[config.mk]
export PLATFORM = sky130hd
export DESIGN_NAME = spbp_ctrl
export DESIGN_NICKNAME = d
export VERILOG_FILES = /design/src/hdl/spbp_pkg.sv /design/src/hdl/spbp_ctrl.sv
export SDC_FILE = /design/constraint.sdc
export NUM_CORES = 1
export LEC_CHECK = 0
export BUFFER_PORTS_ARGS = -buffer_cell sky130_fd_sc_hd__buf_2
export CAP_MARGIN = 20
export CORE_AREA = 2 2 39 41
export CTS_BUF_LIST = sky130_fd_sc_hd__clkbuf_16
export DETAILED_ROUTE_END_ITERATION = 10
export DIE_AREA = 0 0 41 43
export HOLD_SLACK_MARGIN = 0.05
export SLEW_MARGIN = 20
export SYNTH_ARGS = -nofsm -noshare
export SYNTH_HDL_FRONTEND = slang
export SYNTH_SLANG_ARGS = --single-unit
[constraint.sdc]
create_clock -name aclk -period 1.6 [get_ports aclk]
set_input_delay 0.24 -clock aclk [delete_from_list [all_inputs] [get_ports aclk]]
set_output_delay 0.24 -clock aclk [all_outputs]
set_load 0.005 [all_outputs]
[src/hdl/spbp_pkg.sv]
// ----------------------------------------------------------------------------
// spbp_pkg
// Shared sizes, opcodes, controller states and control/status bundles for the
// sparse projection / back projection unit.
// ----------------------------------------------------------------------------
package spbp_pkg;

    localparam int MAX_CELLS    = 8192;
    localparam int MAX_CHANNELS = 64;
    localparam int CELL_AW      = $clog2(MAX_CELLS);
    localparam int CHAN_AW      = $clog2(MAX_CHANNELS);
    localparam int CELLS_CFG_W  = 14;
    localparam int CHANS_CFG_W  = 7;
    localparam int DATA_W       = 32;
    localparam int OP_W         = 3;
    localparam int PADDR_W      = 4;

    // opcodes
    localparam logic [OP_W-1:0] OP_CLEAR   = 3'd0;
    localparam logic [OP_W-1:0] OP_WR_CELL = 3'd1;
    localparam logic [OP_W-1:0] OP_WR_CHAN = 3'd2;
    localparam logic [OP_W-1:0] OP_MAC     = 3'd3;
    localparam logic [OP_W-1:0] OP_RD_CELL = 3'd4;
    localparam logic [OP_W-1:0] OP_RD_CHAN = 3'd5;

    // register indexes (byte address = 4 * index)
    localparam logic [1:0] REG_MODE  = 2'd0;
    localparam logic [1:0] REG_CELLS = 2'd1;
    localparam logic [1:0] REG_CHANS = 2'd2;

    typedef enum logic [2:0] {
        ST_IDLE,
        ST_DECODE,
        ST_FETCH,
        ST_MUL,
        ST_ACC,
        ST_CLEAR,
        ST_RESULT
    } state_t;

    typedef struct packed {
        logic load;
        logic wr_cell;
        logic wr_chan;
        logic clr_start;
        logic clr_step;
        logic mul_en;
        logic acc_en;
        logic out_load;
    } ctrl_cmd_t;

    typedef struct packed {
        logic [OP_W-1:0] op;
        logic            cell_ok;
        logic            chan_ok;
        logic            bnd_flag;
        logic            clr_last;
        logic            out_free;
    } dp_status_t;

endpackage

[src/hdl/spbp_ctrl.sv]
// ----------------------------------------------------------------------------
// spbp_ctrl
// Sequencer: takes one word at a time and steps it through decode, store
// fetch, multiply, accumulate, clear sweep or result hand-off.
// ----------------------------------------------------------------------------
module spbp_ctrl (
    input  logic                  aclk,
    input  logic                  aresetn,
    input  logic                  s_tvalid,
    output logic                  s_tready,
    input  spbp_pkg::dp_status_t  status,
    output spbp_pkg::ctrl_cmd_t   cmd
);

    spbp_pkg::state_t state_reg;
    spbp_pkg::state_t state_next;

    always_ff @(posedge aclk) begin
        if (!aresetn) begin
            state_reg <= spbp_pkg::ST_IDLE;
        end else begin
            state_reg <= state_next;
        end
    end

    always_comb begin
        state_next = state_reg;
        case (state_reg)
            spbp_pkg::ST_IDLE: begin
                if (s_tvalid) begin
                    state_next = spbp_pkg::ST_DECODE;
                end
            end
            spbp_pkg::ST_DECODE: begin
                case (status.op)
                    spbp_pkg::OP_CLEAR:   state_next = spbp_pkg::ST_CLEAR;
                    spbp_pkg::OP_MAC: begin
                        state_next = (status.cell_ok && status.chan_ok) ?
                                     spbp_pkg::ST_FETCH : spbp_pkg::ST_IDLE;
                    end
                    spbp_pkg::OP_RD_CELL: state_next = spbp_pkg::ST_FETCH;
                    spbp_pkg::OP_RD_CHAN: state_next = spbp_pkg::ST_FETCH;
                    default:              state_next = spbp_pkg::ST_IDLE;
                endcase
            end
            spbp_pkg::ST_FETCH: begin
                if (status.op == spbp_pkg::OP_MAC) begin
                    // boundary cells drop out once the flag has been read
                    state_next = status.bnd_flag ? spbp_pkg::ST_IDLE : spbp_pkg::ST_MUL;
                end else begin
                    state_next = spbp_pkg::ST_RESULT;
                end
            end
            spbp_pkg::ST_MUL:    state_next = spbp_pkg::ST_ACC;
            spbp_pkg::ST_ACC:    state_next = spbp_pkg::ST_IDLE;
            spbp_pkg::ST_CLEAR: begin
                if (status.clr_last) begin
                    state_next = spbp_pkg::ST_IDLE;
                end
            end
            spbp_pkg::ST_RESULT: begin
                if (status.out_free) begin
                    state_next = spbp_pkg::ST_IDLE;
                end
            end
            default: state_next = spbp_pkg::ST_IDLE;
        endcase
    end

    always_comb begin
        cmd      = '0;
        s_tready = 1'b0;
        case (state_reg)
            spbp_pkg::ST_IDLE: begin
                s_tready = 1'b1;
                cmd.load = s_tvalid;
            end
            spbp_pkg::ST_DECODE: begin
                cmd.wr_cell   = (status.op == spbp_pkg::OP_WR_CELL) && status.cell_ok;
                cmd.wr_chan   = (status.op == spbp_pkg::OP_WR_CHAN) && status.chan_ok;
                cmd.clr_start = (status.op == spbp_pkg::OP_CLEAR);
            end
            spbp_pkg::ST_MUL:    cmd.mul_en   = 1'b1;
            spbp_pkg::ST_ACC:    cmd.acc_en   = 1'b1;
            spbp_pkg::ST_CLEAR:  cmd.clr_step = 1'b1;
            spbp_pkg::ST_RESULT: cmd.out_load = status.out_free;
            default: begin
                cmd = '0;
            end
        endcase
    end

endmodule

==> results.sh, run 1 <==
export IMPL_grt_pass1_vias=340
export IMPL_power_mw=0.5639
export IMPL_grt_max_degree=16
export IMPL_synth_area_leader_cell="dfxtp_1"
export IMPL_min_period_ns=1.515
export IMPL_drtIter0Drc=6
export IMPL_drt_total_wl_um=878
export IMPL_crit_cells=3
export IMPL_clk_latency_ns=0.22
export IMPL_gp_congestion=0.7368
export IMPL_drive_gt1_frac=0.4516
export IMPL_path_cells="nor4b_4, and3_1, buf_2"
export IMPL_areaGrowthSynthToFinish_pct=55.68
export IMPL_cts_sinks=3
export IMPL_final_setup_skew_ns=0.002420
export IMPL_grt_pass1_wl_mm=1.380
export IMPL_cts_max_level=1
export IMPL_tns_ns=0
export IMPL_worstPathArrival_ns=1.28
export IMPL_largest_reg_flops=3
export IMPL_start_kind="register"
export IMPL_fin_nets=74
export IMPL_seq_area_frac_synth=0.1818
export IMPL_syn_inst=41
export IMPL_fp_row_count=14
export IMPL_outcome="finished, final reports clean"
export IMPL_cts_setup_buffers=0
export IMPL_die_y_um=43
export IMPL_diodes=0
export IMPL_route_vias_total=391
export IMPL_worstMarginPinSlew_ns=0.3121
export IMPL_setup_viol=0
export IMPL_tritoncts="yes"
export IMPL_p_leak_nw=0.2359
export IMPL_fmax_ghz=0.6599
export IMPL_ys_ff_latch=3
export IMPL_final_cell_mix="19 x buf_2, 4 x inv_1"
export IMPL_p_per_area_nw_per_um2=1097
export IMPL_nFillCells=148
export IMPL_synth_area_leaders="dfxtp_1 18%, nor4b_4 7.2%, nor3b_1 6.8%, and3_1 5.7%, a21oi_1 4.5%"
export IMPL_dieArea_um2=1763
export IMPL_die_w_um=41
export IMPL_cp_buffers_inverters=1
export IMPL_initial_core_util=0.2387
export IMPL_cts_root_buffer="clkbuf_16"
export IMPL_endpoint_kind="output pin"
export IMPL_cp_required_ns=1.36
export IMPL_final_common_cell="buf_2"
export IMPL_coreArea_um2=1384
export IMPL_ys_types=25
export IMPL_min_path_type="in2reg"
export IMPL_hpwl_um=692.9
export IMPL_path_clk_slew_ns=0.03
export IMPL_min_path_cells=2
export IMPL_grt_overflow_total=0
export IMPL_rr_worst_depth=4
export IMPL_critical_path_max_stage_delay_ns=0.38
export IMPL_ios=20
export IMPL_postSynthAreaPerCell_um2=8.057
export IMPL_rsz0062_at_grt="true"
export IMPL_cts_hold_buffers=0
export IMPL_cts_max_path_buffers=2
export IMPL_wl_per_cell_um=11.26
export IMPL_antenna_found_initial=0
export IMPL_ant_nets=0
export IMPL_syn_num_nets=52
export IMPL_vias_per_cell=5.013
export IMPL_path_class="reg2out"
export IMPL_drc=0
export IMPL_hold_viol=0
export IMPL_fin_crit_sh=0.9471
export IMPL_ir_drop_v=0.0005158
export IMPL_max_slew_margin=0.7890
export IMPL_crit_fanout=15
export IMPL_port_buffers=19
export IMPL_maxCapViolCount=0
export IMPL_synth_top_area_frac=0.1818
export IMPL_yosys_warnings=0
export IMPL_dr_pass1_iters=4
export IMPL_critPathSlowestCell="dfxtp_2"
export IMPL_numCtsBuffers=3
export IMPL_drv_slew=0
export IMPL_grtUsageTotal=0.1143
export IMPL_critical_path_top_delay_family="simple AND/OR/NAND/NOR gates"
export IMPL_netlist_area_um2=330.3
## worst register-to-register path, delay by kind of cell, from the launching register on
family,cells,cell delay [ns]
AOI/OAI and AO/OA,2,0.51
buffers and inverters,1,0.17
DFF,1,0.32
and+or+nand+nor,1,0.16
## power breakdown
part	internal (mW)	leakage, nW	switching, mW
Combinational	0.0474	0.168	0.0376
Clock	0.322	0.0423	0.0642
Sequential	0.0816	0.0255	0.0113
Total	0.451	0.236	0.113
## cell usage after synthesis
master and instances:
and4bb_2 1, a31oi_1 1, nor4bb_1 1, and2_4 1, o311a_1 1, nor4b_4 1
a21oi_1 3, nand4_1 1, nand2b_1 2, nor4b_1 1, inv_1 3, o2bb2ai_1 1
a311o_1 1, buf_4 2, nor2b_1 1, buf_2 1, a32oi_1 1, and2_1 1
and3_1 3, nor3b_1 3, nor3_1 3, o21ai_0 2, dfxtp_1 3, nand4bb_1 1
nor2_1 2
## worst paths after layout
check / startpoint / to / slack, ns
setup / recovery: state_reg[1]$_SDFFE_PN0P_ / cmd[6] / 0.08
hold / removal: aresetn / state_reg[0]$_SDFFE_PN0P_ / 0.27
setup reg to reg: state_reg[0]$_SDFFE_PN0P_ / state_reg[1]$_SDFFE_PN0P_ / 0.36
hold reg to reg: state_reg[2]$_SDFFE_PN0P_ / state_reg[2]$_SDFFE_PN0P_ / 0.57
## kinds of logic (layout without fill, tap and decap cells)
family                 count (synthesis)  count (layout)  synth area share
and+or+nand+nor                       22              22            0.5152
buffers and inverters                  6              27           0.09467
AOI/OAI and AO/OA                     10              10            0.2083
DFF                                    3               3            0.1818
## metrics by stage
stage	std cells	utilization	hold slack (ns)	setup WS (ns)	instance area, µm²
after floorplan	41	-	0.3712	0.4303	330.3
after global placement	74	0.3128	0.4968	0.2163	432.9
after detailed placement	74	0.3128	0.4958	0.2089	432.9
after CTS	78	0.3707	0.2664	0.04065	513.0
after global routing	78	0.3716	0.2759	-0.01628	514.2
final	78	0.3716	0.2670	0.08467	514.2
## final cells by class
cell class	count	area, µm²	share of cell area
Tap cell	16	20.02	0.03893
Clock inverter	1	3.754	0.007299
Multi-Input combinational cell	32	239.0	0.4647
Clock buffer	3	75.07	0.1460
Timing Repair Buffer	20	102.6	0.1995
Inverter	3	11.26	0.02190
Sequential cell	3	62.56	0.1217
## routing by layer
layer | vias to the layer above | routed length [µm] | global-route usage
li1 | 199 | - | -
met1 | 177 | 367 | 0.1346
met4 | 0 | 0 | 0
met5 | - | 0 | 0
met3 | 0 | 82 | 0.07853
met2 | 15 | 428 | 0.1781
## repair_timing
item | CTS | global route
resized for setup | 1 | 1
setup endpoints to repair | 2 | 4
endpoints found under the hold margin | 0 | 0
pin swaps | 0 | 1
Power figures use the tool's default switching activity.
==> run 2: changes to the inputs <==
--- a/config.mk
+++ b/config.mk
@@ -6,12 +6,13 @@
 export NUM_CORES = 1
 export LEC_CHECK = 0
 export BUFFER_PORTS_ARGS = -buffer_cell sky130_fd_sc_hd__buf_2
-export CAP_MARGIN = 20
+export CAP_MARGIN = 5
 export CORE_AREA = 2 2 39 41
 export CTS_BUF_LIST = sky130_fd_sc_hd__clkbuf_16
 export DETAILED_ROUTE_END_ITERATION = 10
 export DIE_AREA = 0 0 41 43
 export HOLD_SLACK_MARGIN = 0.05
+export PLACE_DENSITY_LB_ADDON = 0.12
 export SLEW_MARGIN = 20
 export SYNTH_ARGS = -nofsm -noshare
 export SYNTH_HDL_FRONTEND = slang
==> run 2 against run 1 <==
Fmax rose by 1.6%. Sequential share of layout area down 0.39 points. Count of clock-buffer cells in the layout did not move. Clock skew is essentially flat. Critical path depth unchanged. Power increased by 0.82%. Sequential power shrank 2.6%. Clock power grew 1%. Register-to-register slack gained 0.02 ns. Wire length grew 1.9%. Combinational power increased by 4.0%. Worst setup slack gained 0.023 ns.
==> results.sh, run 2 (same netlist as run 1, synthesis figures left out) <==
export IMPL_vias_per_cell=4.924
export IMPL_cts_max_path_buffers=2
export IMPL_top_usage_layer="met2"
export IMPL_areaGrowthSynthToFinish_pct=57.58
export IMPL_initial_core_util=0.2387
export IMPL_p_leak_nw=0.2408
export IMPL_gp_congestion=0.7024
export IMPL_largest_reg_flops=3
export IMPL_grtUsageTotal=0.1192
export IMPL_hold_viol=0
export IMPL_tritoncts="yes"
export IMPL_nFillCells=141
export IMPL_fin_hold_ws_ns=0.2661
export IMPL_worstPathArrival_ns=1.25
export IMPL_grt_pass1_wl_mm=1.421
export IMPL_hold_path_end="state_reg[0]$_SDFFE_PN0P_"
export IMPL_r2r_slack_ns=0.38
export IMPL_outcome="finished, final reports clean"
export IMPL_setup_viol=0
export IMPL_ir_drop_v=0.001099
export IMPL_min_period_ns=1.492
export IMPL_tns_ns=0
export IMPL_use_met1=0.1470
export IMPL_wl_per_cell_um=11.33
export IMPL_r2r_start="state_reg[1]$_SDFFE_PN0P_"
export IMPL_rsz0062_at_grt="false"
export IMPL_ant_nets=0
export IMPL_cp_required_ns=1.36
export IMPL_endpoint_kind="output pin"
export IMPL_use_met2=0.1813
export IMPL_final_cell_mix="19 x buf_2, 4 x inv_1"
export IMPL_cts_setup_buffers=0
export IMPL_cts_root_buffer="clkbuf_16"
export IMPL_fmax_ghz=0.6702
export IMPL_drive_gt1_frac=0.4444
export IMPL_die_y_um=43
export IMPL_min_path_type="in2reg"
export IMPL_rr_worst_depth=4
export IMPL_min_path_cells=2
export IMPL_multi_input_area_um2=239.0
export IMPL_fp_row_count=14
export IMPL_grt_pass1_vias=355
export IMPL_crit_fanout=4
export IMPL_final_setup_skew_ns=0.002911
export IMPL_worstMarginPinSlew_ns=0.3220
export IMPL_fin_crit_sh=0.9326
export IMPL_dieArea_um2=1763
export IMPL_max_slew_margin=0.7823
export IMPL_port_buffers=19
export IMPL_fin_nets=75
export IMPL_p_per_area_nw_per_um2=1092
export IMPL_grt_max_degree=13
export IMPL_coreArea_um2=1384
export IMPL_seqCellArea_um2=61.31
export IMPL_drc=0
export IMPL_maxCapViolCount=0
export IMPL_clk_latency_ns=0.22
export IMPL_final_common_cell="buf_2"
export IMPL_hpwl_um=698.8
export IMPL_holdCritStartpoint="aresetn"
export IMPL_r2r_end="state_reg[1]$_SDFFE_PN0P_"
export IMPL_drt_total_wl_um=895
export IMPL_numCtsBuffers=3
export IMPL_drv_slew=0
export IMPL_antenna_found_initial=0
export IMPL_dr_pass1_iters=4
export IMPL_drtIter0Drc=1
export IMPL_start_kind="register"
export IMPL_grt_overflow_total=0
export IMPL_die_w_um=41
export IMPL_route_vias_total=389
export IMPL_path_class="reg2out"
export IMPL_diodes=0
export IMPL_ios=20
export IMPL_cts_sinks=3
export IMPL_use_met3=0.03141
export IMPL_path_clk_slew_ns=0.03
export IMPL_cts_max_level=1
[run 2: cell count changes in the layout (fill, tap and decap cells not counted)]
cell	previous run	this run
buf_4	1	2
dfxtp_1	1	2
dfxtp_2	2	1
[run 2: worst max-delay path by stage]
stage / slack, ns / to / start / depth (start not counted)
3_3_place_gp: 0.28 / cmd[6] / state_reg[2]$_SDFFE_PN0P_ / 3
5_1_grt: 0.03 / cmd[7] / state_reg[1]$_SDFFE_PN0P_ / 4
4_1_cts: 0.03 / cmd[5] / state_reg[2]$_SDFFE_PN0P_ / 3
2_1_floorplan: 0.43 / cmd[7] / state_reg[1]$_SDFFE_PN0P_ / 3
3_5_place_dp: 0.27 / cmd[5] / state_reg[2]$_SDFFE_PN0P_ / 3
6_report: 0.11 / cmd[6] / state_reg[1]$_SDFFE_PN0P_ / 3
[run 2: timing repair]
action | 4_1_cts | 5_1_grt
resized for setup | 0 | 1
setup endpoints to repair | 0 | 5
endpoints found under the hold margin | 0 | 0
hold buffers | 0 | 0
[run 2: per-layer routing]
layer,share of wire,vias up,wire (µm)
li1,-,202,-
met1,0.47,169,417
met2,0.43,16,389
met3,0.079,2,71
met4,0.019,0,17
met5,0,-,0
[run 2: layout make-up]
cell class	count	share of cell area
Clock inverter	1	0.007212
Inverter	3	0.02163
Clock buffer	3	0.1442
Sequential cell	3	0.1178
Timing Repair Buffer	21	0.2115
Multi-Input combinational cell	32	0.4591
Tap cell	16	0.03846
[run 2: through the flow]
step	total power, mW	instances	cell area, µm²	worst slack, ns	util
floorplan	0.1431	41	330.3	0.4303	-
global placement	0.1822	75	440.4	0.2844	0.3183
detailed placement	0.1798	75	440.4	0.2709	0.3183
CTS	0.5735	79	519.2	0.02673	0.3752
global route	0.5931	79	520.5	0.03094	0.3761
finish	0.5685	79	520.5	0.1078	0.3761
[run 2: where the power goes]
group	leakage (nW)	switching, mW	internal (mW)
combinational	0.174	0.0396	0.0488
clock	0.0423	0.0675	0.322
sequential	0.0250	0.00921	0.0813
[run 2: critical path, stage by stage (launching register included)]
cell and delay (ns):
dfxtp_1 0.35, nor4b_4 0.36, and3_1 0.21, buf_2 0.11
==> run 3: changes to the inputs <==
--- a/config.mk
+++ b/config.mk
@@ -5,6 +5,7 @@
 export SDC_FILE = /design/constraint.sdc
 export NUM_CORES = 1
 export LEC_CHECK = 0
+export ABC_AREA = 1
 export BUFFER_PORTS_ARGS = -buffer_cell sky130_fd_sc_hd__buf_2
 export CAP_MARGIN = 5
 export CORE_AREA = 2 2 39 41
==> run 3 against run 2 <==
Power grew 3.2%. Count of clock-buffer cells in the layout is the same. Critical path type unchanged. Sequential power grew 2.9%. Via count grew 6.9%. Cell area shrank 2.6%. Die area is the same. Largest power group unchanged.
==> results.sh, run 3 <==
export IMPL_drive_gt1_frac=0.4000
export IMPL_endpoint_kind="output pin"
export IMPL_ios=20
export IMPL_use_met1=0.1310
export IMPL_ys_types=12
export IMPL_fin_nets=92
export IMPL_postSynthAreaPerCell_um2=5.488
export IMPL_final_setup_skew_ns=0.003974
export IMPL_worstMarginPinSlew_ns=0.2465
export IMPL_setup_viol=0
export IMPL_synth_area_leaders="dfxtp_1 19%, nor2_1 14%, nor3_1 13%, nand3_2 9.6%, inv_1 9.6%"
export IMPL_largest_reg_flops=3
export IMPL_grt_pass1_vias=385
export IMPL_tritoncts="yes"
export IMPL_ys_async_sr_fraction=0
export IMPL_critPathSlowestCell="dfxtp_1"
export IMPL_die_y_um=43
export IMPL_hpwl_um=680.6
export IMPL_netlist_area_um2=312.8
export IMPL_cts_max_path_buffers=2
export IMPL_ir_drop_v=0.0003416
export IMPL_post_cts_resized=0
export IMPL_grt_pass1_wl_mm=1.400
export IMPL_gp_congestion=0.6874
export IMPL_initial_core_util=0.2260
export IMPL_syn_inst=57
export IMPL_cts_setup_buffers=0
export IMPL_synth_top_area_frac=0.1920
export IMPL_synth_area_leader_cell="dfxtp_1"
export IMPL_drc=0
export IMPL_antenna_found_initial=0
export IMPL_setup_slack_ns=0.1541
export IMPL_synth_most_common_cell="nor2_1"
export IMPL_wl_per_cell_um=8.729
export IMPL_hold_viol=0
export IMPL_r2r_slack_ns=0.52
export IMPL_crit_fanout=7
export IMPL_diodes=0
export IMPL_path_class="reg2out"
export IMPL_rr_worst_depth=7
export IMPL_yosys_warnings=0
export IMPL_ant_nets=0
export IMPL_ys_flop_type="dfxtp_1"
export IMPL_rsz0062_at_grt="false"
export IMPL_synth_edf_count=0
export IMPL_cts_sinks=3
export IMPL_dr_pass1_iters=6
export IMPL_grtUsageTotal=0.1212
export IMPL_fin_crit_sh=0.9037
export IMPL_cts_max_level=1
export IMPL_seq_area_frac_synth=0.1920
export IMPL_top_usage_layer="met2"
export IMPL_netlist_top_cells_count="12 x nor2_1, 8 x inv_1, 8 x nand2_1, 8 x nor3_1"
export IMPL_final_common_cell="buf_2"
export IMPL_crit_cells=5
export IMPL_areaGrowthSynthToFinish_pct=62.00
export IMPL_ys_ff_latch=3
export IMPL_route_vias_total=416
export IMPL_drtIter0Drc=5
export IMPL_dpl_cell_count=92
export IMPL_use_met3=0.03141
export IMPL_coreArea_um2=1384
export IMPL_syn_num_nets=68
export IMPL_path_cells="nand3_2, inv_2, nand3_1, nor3_1, buf_2"
export IMPL_cts_root_buffer="clkbuf_16"
export IMPL_seqCellArea_um2=60.06
export IMPL_drt_total_wl_um=838
export IMPL_start_kind="register"
export IMPL_outcome="finished, final reports clean"
export IMPL_critical_path_top_delay_family="flip-flops"
export IMPL_port_buffers=19
export IMPL_maxCapViolCount=0
export IMPL_cp_buffers_inverters=2
export IMPL_drv_slew=0
export IMPL_path_clk_slew_ns=0.03
export IMPL_grt_overflow_total=0
export IMPL_p_per_area_nw_per_um2=1158
export IMPL_clk_latency_ns=0.23
export IMPL_fp_row_count=14
export IMPL_use_met2=0.1844
export IMPL_stdcell_count=96
export IMPL_nFillCells=165
export IMPL_min_path_cells=3
export IMPL_worstPathArrival_ns=1.21
export IMPL_cp_required_ns=1.36
export IMPL_dieArea_um2=1763
export IMPL_final_cell_mix="19 x buf_2, 12 x nor2_1, 9 x inv_1, 8 x nor3_1, 8 x nand2_1"
export IMPL_min_path_type="in2reg"
export IMPL_max_slew_margin=0.8354
export IMPL_fmax_ghz=0.6916
export IMPL_numCtsBuffers=3
export IMPL_grt_max_degree=8
export IMPL_pre_cts_ws_ns=0.3862
export IMPL_tns_ns=0
export IMPL_cts_hold_buffers=0
export IMPL_vias_per_cell=4.333
export IMPL_p_leak_nw=0.2884
export IMPL_multi_input_area_um2=207.7
export IMPL_min_period_ns=1.446
export IMPL_critical_path_max_stage_delay_ns=0.44
export IMPL_die_w_um=41
-- run 3: per-layer routing --
metal	routed length, µm	up-vias	part of all wire
met2	411	18	0.49
li1	-	230	-
met1	350	168	0.42
met3	76	0	0.091
met4	0	0	0
met5	0	-	0
-- run 3: per-stage QoR --
stage	utilization	instance area [µm²]	total power [mW]	hold slack, ns
after global routing	0.3662	506.7	0.6152	0.3075
final	0.3662	506.7	0.5869	0.2707
after CTS	0.3662	506.7	0.5966	0.2717
after global placement	0.3092	427.9	0.1955	0.5032
after detailed placement	0.3092	427.9	0.1948	0.5047
after floorplan	-	312.8	0.1557	0.3968
-- run 3: path summary, 6_finish.rpt --
kind | startpoint | endpoint
min reg2reg | state_reg[2]$_SDFFE_PN0P_ | state_reg[0]$_SDFFE_PN0P_
min | aresetn | state_reg[0]$_SDFFE_PN0P_
max reg2reg | state_reg[2]$_SDFFE_PN0P_ | state_reg[1]$_SDFFE_PN0P_
max | state_reg[0]$_SDFFE_PN0P_ | cmd[5]
-- run 3: layout make-up --
class,instances,share of cell area
Multi-Input combinational cell,42,0.4099
Timing Repair Buffer,19,0.1877
Clock buffer,3,0.1481
Sequential cell,3,0.1185
Inverter,12,0.08889
Tap cell,16,0.03951
Clock inverter,1,0.007407
-- run 3: power breakdown --
| group | internal, mW | leakage, nW | total, mW | switching (mW) |
|---|---|---|---|---|
| clock network | 0.323 | 0.0423 | 0.395 | 0.0721 |
| logic | 0.0422 | 0.222 | 0.0991 | 0.0569 |
| registers | 0.0818 | 0.0245 | 0.0931 | 0.0113 |
| total | 0.447 | 0.288 | 0.587 | 0.140 |
-- run 3: logic make-up after synthesis --
family                 share of synthesized area
AOI/OAI and AO/OA                        0.07599
buffers and inverters                     0.1440
and+or+nand+nor                           0.5880
DFF                                       0.1920
-- run 3: tightest hold or removal path, delay by kind of cell --
family	cells	cell delay, ns
buf+inv	2	0.13
compound gates	1	0.09
